==> src/design/ufk_ram.sv <==
// ---------------------------------------------------------------------------
// ufk_ram
// generic simple dual-port ram, one write port, one registered read port
// ---------------------------------------------------------------------------
module ufk_ram #(
  parameter int WIDTH = 8,
  parameter int DEPTH = 16
) (
  input  logic                     clk,
  input  logic                     we,
  input  logic [$clog2(DEPTH)-1:0] waddr,
  input  logic [WIDTH-1:0]         wdata,
  input  logic [$clog2(DEPTH)-1:0] raddr,
  output logic [WIDTH-1:0]         rdata
);

  logic [WIDTH-1:0] mem_r [DEPTH];

  always_ff @(posedge clk) begin
    if (we) begin
      mem_r[waddr] <= wdata;
    end
    rdata <= mem_r[raddr];
  end

endmodule

==> config.mk <==
export PLATFORM = sky130hd
export DESIGN_NAME = ufk_ram
export DESIGN_NICKNAME = d
export VERILOG_FILES = /design/src/design/ufk_ram.sv
export SDC_FILE = /design/constraint.sdc
export NUM_CORES = 1
export LEC_CHECK = 0
export ABC_AREA = 1
export ABC_CLOCK_PERIOD_IN_PS = 1000
export BUFFER_PORTS_ARGS = -buffer_cell sky130_fd_sc_hd__buf_4
export CORE_UTILIZATION = 30
export CTS_BUF_LIST = sky130_fd_sc_hd__clkbuf_4 sky130_fd_sc_hd__clkbuf_8
export DETAILED_ROUTE_END_ITERATION = 7
export PLACE_DENSITY = 0.56
export SLEW_MARGIN = 20
export SYNTH_ARGS = -nofsm -noshare
export SYNTH_HDL_FRONTEND = slang
export SYNTH_SLANG_ARGS = --single-unit
==> constraint.sdc <==
create_clock -name clk -period 1 [get_ports clk]
set_input_delay 0.1 -clock clk [delete_from_list [all_inputs] [get_ports clk]]
set_output_delay 0.1 -clock clk [all_outputs]
set_load 0.03 [all_outputs]
==> out/results.ini <==
[worst_setup_path]
slowest_delay_ps=370
crit_path_start_kind=flip-flop
worstSetupPathType=reg -> out
critPathBufInv=1
slowest_stage=dfxtp_4
cp_cell_sequence=buf_6
critPathRequiredTime_ps=900
path_max_fanout=1
rrSetupSlack_ps=10
cp.arrival_ps=940
cp_top_family=flip-flops
end_kind=primary output

[placement]
numPortBuffers=25
numPlacedInstances=818
place.gp.congestion=0.831
place_hpwl_um=9280

[floorplanning]
die_x_um=141
core_um2=18800
io_pins=26
start_util_pct=30.7
die_area_um2=19800
die_y_um=141
rows=50

[synth]
yosys_warnings=0
syn_inst=551
syn_nets=569
synthesis.area_um2=5770
ys_ff_latch=136
syn_area_per_cell_um2=10.5
ys_seq_area_share_pct=69.4
synth_cell_types=12

[clock_tree]
cts_root_buffer=clkbuf_8
htree_levels=4
cts_made_buffers=17
clock_path_buffers=2
cts_tree=yes
clock_sinks=136
clock_latency_ps=440
clkTransAtPathRegs_ps=80

[drt]
wl_um=14300
drtAntennaViolNets=0
drt-pass1-iter-count=5
wl_per_cell_um=16.8
initialDrtViolationCount=244
vias_per_cell=4.64
drc=0
vias=3947

[global_routing]
grt_max_degree=34
globalRouteOverflowTotal=0
grt_pass1_wl_um=22400
grt_pass1_vias=4087
grt_antenna_before_repair=0
track_usage_pct=15.5

[sta]
setup_slack_ps=-43.2
hold_viol=0
grt_setup_unrepaired=true
fin_crit_sh_pct=104
fmax_mhz=959
clock_skew_ps=12.5
finalSetupViolations=5
slew_viol_final=0
fin_crit_ps=1040
max_slew_margin_pct=82.4
worst_slew_pin_slew_ps=264

[power]
ir_drop_v=0.000886
power.density_nw_per_um2=1700
leakagePower_nw=3.03

[layout]
layout_commonest_cell=nand2_1
area_growth_pct=22.8
layout_common_cells=nand2_1 (170), edfxtp_1 (128), inv_1 (98), nand3_1 (61), buf_4 (41)
nets=622
finish.utilization_pct=37.7
diodes=0
instances_no_fill=851
final_layout_size_suffix_gt1_share_pct=22.7

[job]
cap_violations=0

[outcome]
outcome=finished, violations left
violations=setup timing

[hold_path]
hold_path.class=in -> reg

## per-layer routing
metal / up-vias / share of wire (%) / track usage, %
li1: 1880 / - / -
met1: 1939 / 43 / 18.9
met2: 104 / 49 / 25.5
met3: 24 / 4.9 / 4.14
met4: 0 / 2.7 / 7.67
met5: - / 0 / 0
## cells by family (layout without fill, tap and decap cells)
group,count (synthesis),count (layout),share of synthesized area [%]
and+or+nand+nor,289,289,21.0
buffers and inverters,126,192,9.52
DFF,136,136,69.4
## final cells by class
type | count | area, um2
fillers | 1841 | 11700
flip-flops and latches | 136 | 4020
multi-input cells | 289 | 1430
repair buffers | 58 | 559
inverters | 102 | 387
well taps | 234 | 293
clock buffers | 21 | 264
clock inverters | 11 | 130
## flip-flops by register name, summed over array words and instances, names as in the netlist
register and flops:
rdata 8, mem_r 128
## synthesized netlist by cell type
cell	number	share of area, %
nor2_1	17	1.1
buf_4	4	0.52
inv_2	2	0.13
dfxtp_1	8	2.8
nand3_1	97	8.4
buf_1	1	0.065
edfxtp_1	128	67
inv_1	100	6.5
nand2_1	173	11
nand3b_1	2	0.26
buf_6	6	1.2
buf_2	13	1.1
## final timing paths
| kind | start | cells after the start | end |
|---|---|---|---|
| min reg2reg | mem_r[10][7] | 6 | rdata[7] |
| min | wdata[7] | 1 | mem_r[10][7] |
| max reg2reg | mem_r[9][4] | 6 | rdata[4] |
| max | rdata[0] | 1 | rdata[0] |
## metrics by stage
step	worst slack (ps)	area [um2]	setup TNS (ps)	hold slack, ps	total power, mW
final	-43.2	7080	-124	13.6	12.0
after global routing	-88.1	7080	-555	4.43	12.5
after CTS	-66.4	6880	-333	6.38	12.1
after detailed placement	-180	6420	-11700	449	7.51
after global placement	-183	6420	-11420	440	7.50
after floorplan	-50.8	5770	-4120	199	7.05
## report_power, final
group / total, mW / switching [mW] / leakage [nW] / internal [mW]
sequential: 6.43 / 0.0538 / 1.22 / 6.37
combinational: 1.08 / 0.697 / 1.59 / 0.379
clock: 4.53 / 2.00 / 0.207 / 2.53
## repair_timing
action | in CTS | in global routing
hold endpoints to repair | 7 | 0
endpoints found under the setup margin | 11 | 16
resized for setup | 22 | 40
setup buffers | 0 | 0
hold buffers | 1 | 0
pin swaps | 1 | 14
Power figures use the tool's default switching activity.
