**config.mk**
```make
export PLATFORM = sky130hd
export DESIGN_NAME = ufk_cost
export DESIGN_NICKNAME = d
export VERILOG_FILES = /design/src/design/ufk_pkg.sv /design/src/design/ufk_cost.sv
export SDC_FILE = /design/constraint.sdc
export NUM_CORES = 1
export LEC_CHECK = 0
export BUFFER_PORTS_ARGS = -buffer_cell sky130_fd_sc_hd__buf_4
export CAP_MARGIN = 20
export CORE_MARGIN = 3
export CORE_UTILIZATION = 49
export CTS_BUF_LIST = sky130_fd_sc_hd__clkbuf_16
export CTS_CLUSTER_DIAMETER = 100
export DETAILED_ROUTE_END_ITERATION = 10
export PLACE_DENSITY_LB_ADDON = 0.15
export SKIP_LAST_GASP = 1
export SLEW_MARGIN = 20
export SYNTH_ARGS = -nofsm -noshare
export SYNTH_HDL_FRONTEND = slang
export SYNTH_SLANG_ARGS = --single-unit
export TNS_END_PERCENT = 20
```
**constraint.sdc**
```tcl
create_clock -name clk -period 3.8 [get_ports clk]
set_input_delay 0.76 -clock clk [delete_from_list [all_inputs] [get_ports clk]]
set_output_delay 0.76 -clock clk [all_outputs]
set_load 0.01 [all_outputs]
```
**src/design/ufk_pkg.sv**
```systemverilog
// ---------------------------------------------------------------------------
// ufk_pkg
// shared types and constants of the kruskal edge filter
// ---------------------------------------------------------------------------
package ufk_pkg;

  localparam int VTX_W    = 10;
  localparam int WEIGHT_W = 16;
  localparam int COST_W   = 32;
  localparam int RANK_W   = 4;

  localparam logic [RANK_W-1:0] RANK_MAX = {RANK_W{1'b1}};

  localparam logic signed [COST_W-1:0] COST_MAX = {1'b0, {(COST_W-1){1'b1}}};
  localparam logic signed [COST_W-1:0] COST_MIN = {1'b1, {(COST_W-1){1'b0}}};

  typedef struct packed {
    logic                       start_new;
    logic signed [WEIGHT_W-1:0] edge_weight;
    logic [VTX_W-1:0]           first_vertex;
    logic [VTX_W-1:0]           second_vertex;
  } in_word_t;

  typedef struct packed {
    logic                     edge_taken;
    logic signed [COST_W-1:0] tree_cost;
  } out_word_t;

endpackage

```
**src/design/ufk_cost.sv**
```systemverilog
// ---------------------------------------------------------------------------
// ufk_cost
// running tree cost with signed saturating add
// ---------------------------------------------------------------------------
module ufk_cost (
  input  logic                                 clk,
  input  logic                                 rst_n,
  input  logic                                 clear,
  input  logic                                 add_en,
  input  logic signed [ufk_pkg::WEIGHT_W-1:0]  weight,
  output logic signed [ufk_pkg::COST_W-1:0]    cost,
  output logic signed [ufk_pkg::COST_W-1:0]    cost_sum
);

  logic signed [ufk_pkg::COST_W-1:0] cost_r;
  logic signed [ufk_pkg::COST_W-1:0] cost_nxt;
  logic signed [ufk_pkg::COST_W:0]   wide_sum;

  // one extra bit catches overflow
  assign wide_sum = {cost_r[ufk_pkg::COST_W-1], cost_r}
                  + (ufk_pkg::COST_W+1)'(weight);

  always_comb begin
    if (wide_sum[ufk_pkg::COST_W] != wide_sum[ufk_pkg::COST_W-1]) begin
      cost_sum = wide_sum[ufk_pkg::COST_W] ? ufk_pkg::COST_MIN : ufk_pkg::COST_MAX;
    end else begin
      cost_sum = wide_sum[ufk_pkg::COST_W-1:0];
    end
  end

  always_comb begin
    cost_nxt = cost_r;
    if (clear) begin
      cost_nxt = '0;
    end else if (add_en) begin
      cost_nxt = cost_sum;
    end
  end

  always_ff @(posedge clk) begin
    if (!rst_n) begin
      cost_r <= '0;
    end else begin
      cost_r <= cost_nxt;
    end
  end

  assign cost = cost_r;

endmodule

```
==> impl_metrics.yaml <==
yosys:
  synth_top_cell_by_area: "dfxtp_1"
  async_reset_ff_frac: 0
  synth.avg_cell_area_um2: 7.44
  synth_edf_count: 0
  syn-cell-area_um2: 3350
  synth_most_common_cell: "nand2_1"
  synth.ff_latch_count: 32
  yosys_warnings: 0
  synthCells: 451
  ys_dominant_reg_cell: "dfxtp_1"
  netlist_top_cells_count: "72 x nand2_1, 48 x o21ai_0, 38 x a21oi_1"
  synthTopCellsByArea: "dfxtp_1 19%, ha_1 12%, nand2_1 8.1%, o21ai_0 7.2%, a21oi_1 5.7%"
  yosysTopAreaCellShare: 0.191
  synth_nets: 504
  seq_area_frac_synth: 0.191
  synth.distinct_cells: 53
cts:
  hold_buffers: 0
  cts_num_sinks: 32
  cts_buffers: 5
  cts_tree: "built"
  path_clk_slew_ns: 0.06
  clock-root-buffer: "clkbuf_16"
  clkLatencyLatePin_ns: 0.28
  clk_path_buf_depth: 2
  htreeDepth: 2
sta:
  fin_ws_ns: -0.0873
  skew_ns: 0.00524
  rsz0062_at_grt: "yes"
  worst_pin_slew_ns: 0.590
  fin_crit_ns: 3.89
  period_share: 1.02
  final_hold_viol_count: 0
  fmax_ghz: 0.257
  slew_viol_final: 0
  slew_headroom: 0.607
  timing.hold.ws_ns: 0.548
  setup_viol: 18
placement:
  port_buffers: 83
  pre_cts_slack_ns: -0.196
  dpl.cell_count: 673
  hpwl_mm: 8.07
  gp_congestion: 0.981
routing:
  drc: 0
  wl_mm: 12.5
  avgRoutedWirePerCell_um: 18.0
  drt_iter0_markers: 239
  antenna_left: 0
  via_per_inst: 5.97
  vias: 4148
  dr.pass1.iters: 5
layout:
  antenna_cells: 0
  multi_input_area_um2: 2970
  area_growth_pct: 62.0
  fillers: 401
  regArea_um2: 641
  drive_gt1_frac: 0.461
  nets: 670
  layout.cells.non_filler: 695
  largest_reg_flops: 32
pwr:
  clockPowerShare: 0.242
  internal-power_w: 0.00105
  power_density_nw_per_um2: 309
  p_seq_frac: 0.225
  p_leak_nw: 2.55
  power.switching_w: 0.000627
  p_comb_frac: 0.533
  total_power_w: 0.00168
  sw_frac_of_total: 0.373
  peakVddDrop_v: 0.000212
critical_path:
  timing.rr.end: "cost[27]"
  worst_r2r_startpoint: "cost[4]"
  cp_slowest_cell: "nor3_1"
  worst-endpoint-arrival_ns: 3.13
  rr_worst_depth: 13
  endpoint: "cost_sum[3]"
  critPathLaunchType: "input port"
  worstSetupPathType: "input port to output pin"
  critPathMaxFanout: 8
  critPathLaunch: "weight[15]"
  end_kind: "output pin"
  cpMostUsedCell: "buf_16"
  cp.required_ns: 3.04
  worstPathCellList: "buf_16 -> ha_4 -> a21oi_4 -> o21ai_2 -> a221o_1 -> a21o_1 -> nor3_1 -> a31oi_4 -> buf_12 -> buf_16 -> nand2_4 -> nand2_2 -> buf_6"
  rrSetupSlack_ns: 0.95
  max_stage_delay_ns: 0.43
flow_run:
  max_cap_viol_count: 0
global_routing:
  grt_pass1_vias: 3755
  track_usage: 0.284
  grt_pass1_wl_mm: 17.7
  grt_start_max_net_pins: 64
  antenna_found_initial: 0
  overflow: 0
die:
  die_y_um: 88.7
  core_um2: 6490
  fp.dieArea_um2: 7870
  row_count: 29
  die_w_um: 88.7
  io_pins: 84
  start_util: 0.516
run_status:
  status: "finished with violations"
  violations: "negative setup slack"
hold_path:
  hp-class: "flop to flop"
[cell families after synthesis]
kind of cell	Yosys count	synth area share
AOI/OAI and AO/OA	177	0.356
xor gates and xnor gates	23	0.0601
adders and majority gates	33	0.125
buffers and inverters	43	0.0713
DFF	32	0.191
and+or+nand+nor	143	0.196
[worst max-delay path, delay by kind of cell]
family	cells	cell delay, ns
buffers and inverters	4	0.57
AO/OA/AOI/OAI	5	0.96
AND/OR/NAND/NOR	3	0.56
adder cells (fa/ha/maj)	1	0.25
[stage by stage]
step	TNS [ns]	cell area (µm²)	utilization
6_report	-0.894	5430	0.836
5_1_grt	-2.20	5430	0.836
4_1_cts	-0.104	5100	0.785
3_5_place_dp	-4.62	4590	0.706
3_3_place_gp	-3.84	4590	0.706
2_1_floorplan	0	3350	-
[power by group through the flow]
stage / logic [W] / registers (W) / clock network, W
global placement: 0.000741 / 0.000379 / 0
CTS: 0.000817 / 0.000375 / 0.000409
floorplan: 0.000395 / 0.000383 / 0
detailed placement: 0.000749 / 0.000379 / 0
global route: 0.000960 / 0.000380 / 0.000426
finish: 0.000896 / 0.000378 / 0.000408
[routing by layer]
metal	global-route usage	vias to the layer above	part of all wire
li1	-	1974	-
met1	0.369	1920	0.42
met2	0.479	206	0.47
met3	0.0391	48	0.073
met4	0.0975	0	0.041
met5	0	-	0
[layout by cell type (no fill, tap or decap), drive strengths merged, types with 2 or more instances in the layout]
master    n
dfxtp    32
a211oi    8
a21oi    40
a21o     11
nor3      3
clkbuf    6
o211ai    8
o221a     3
inv      16
nor2     24
nand3b    4
nand2    82
o21a      4
and2      2
nand3     6
a31oi    34
buf     185
xor2      8
nand2b    8
xnor2    15
o21ai    56
o21bai    2
nand4     4
clkinv    3
and3      6
a21boi    3
ha       32
[what timing repair did]
item	CTS	global route
gates resized for setup	53	46
endpoints found under the hold margin	0	0
setup endpoints to repair	31	31
pin swaps	13	25
gates cloned	1	1
setup buffers	5	9
[layout make-up]
class                           instances  area share
Sequential cell                        32       0.118
Multi-Input combinational cell        376       0.546
Timing Repair Buffer                  186       0.281
Clock inverter                          3     0.00345
Tap cell                               77      0.0177
Inverter                               16      0.0111
Clock buffer                            5      0.0230
[how the worst min path moves through the flow]
stage                     startpoint       end  slack (ns)  depth (start not counted)
after global placement      cost[31]  cost[31]        0.51                          1
after global routing        cost[31]  cost[31]        0.57                          1
after CTS                   cost[31]  cost[31]        0.53                          1
after floorplan             cost[31]  cost[31]        0.54                          1
final                        cost[7]   cost[7]        0.55                          2
after detailed placement    cost[31]  cost[31]        0.51                          1
(Power assumes the default switching activity.)
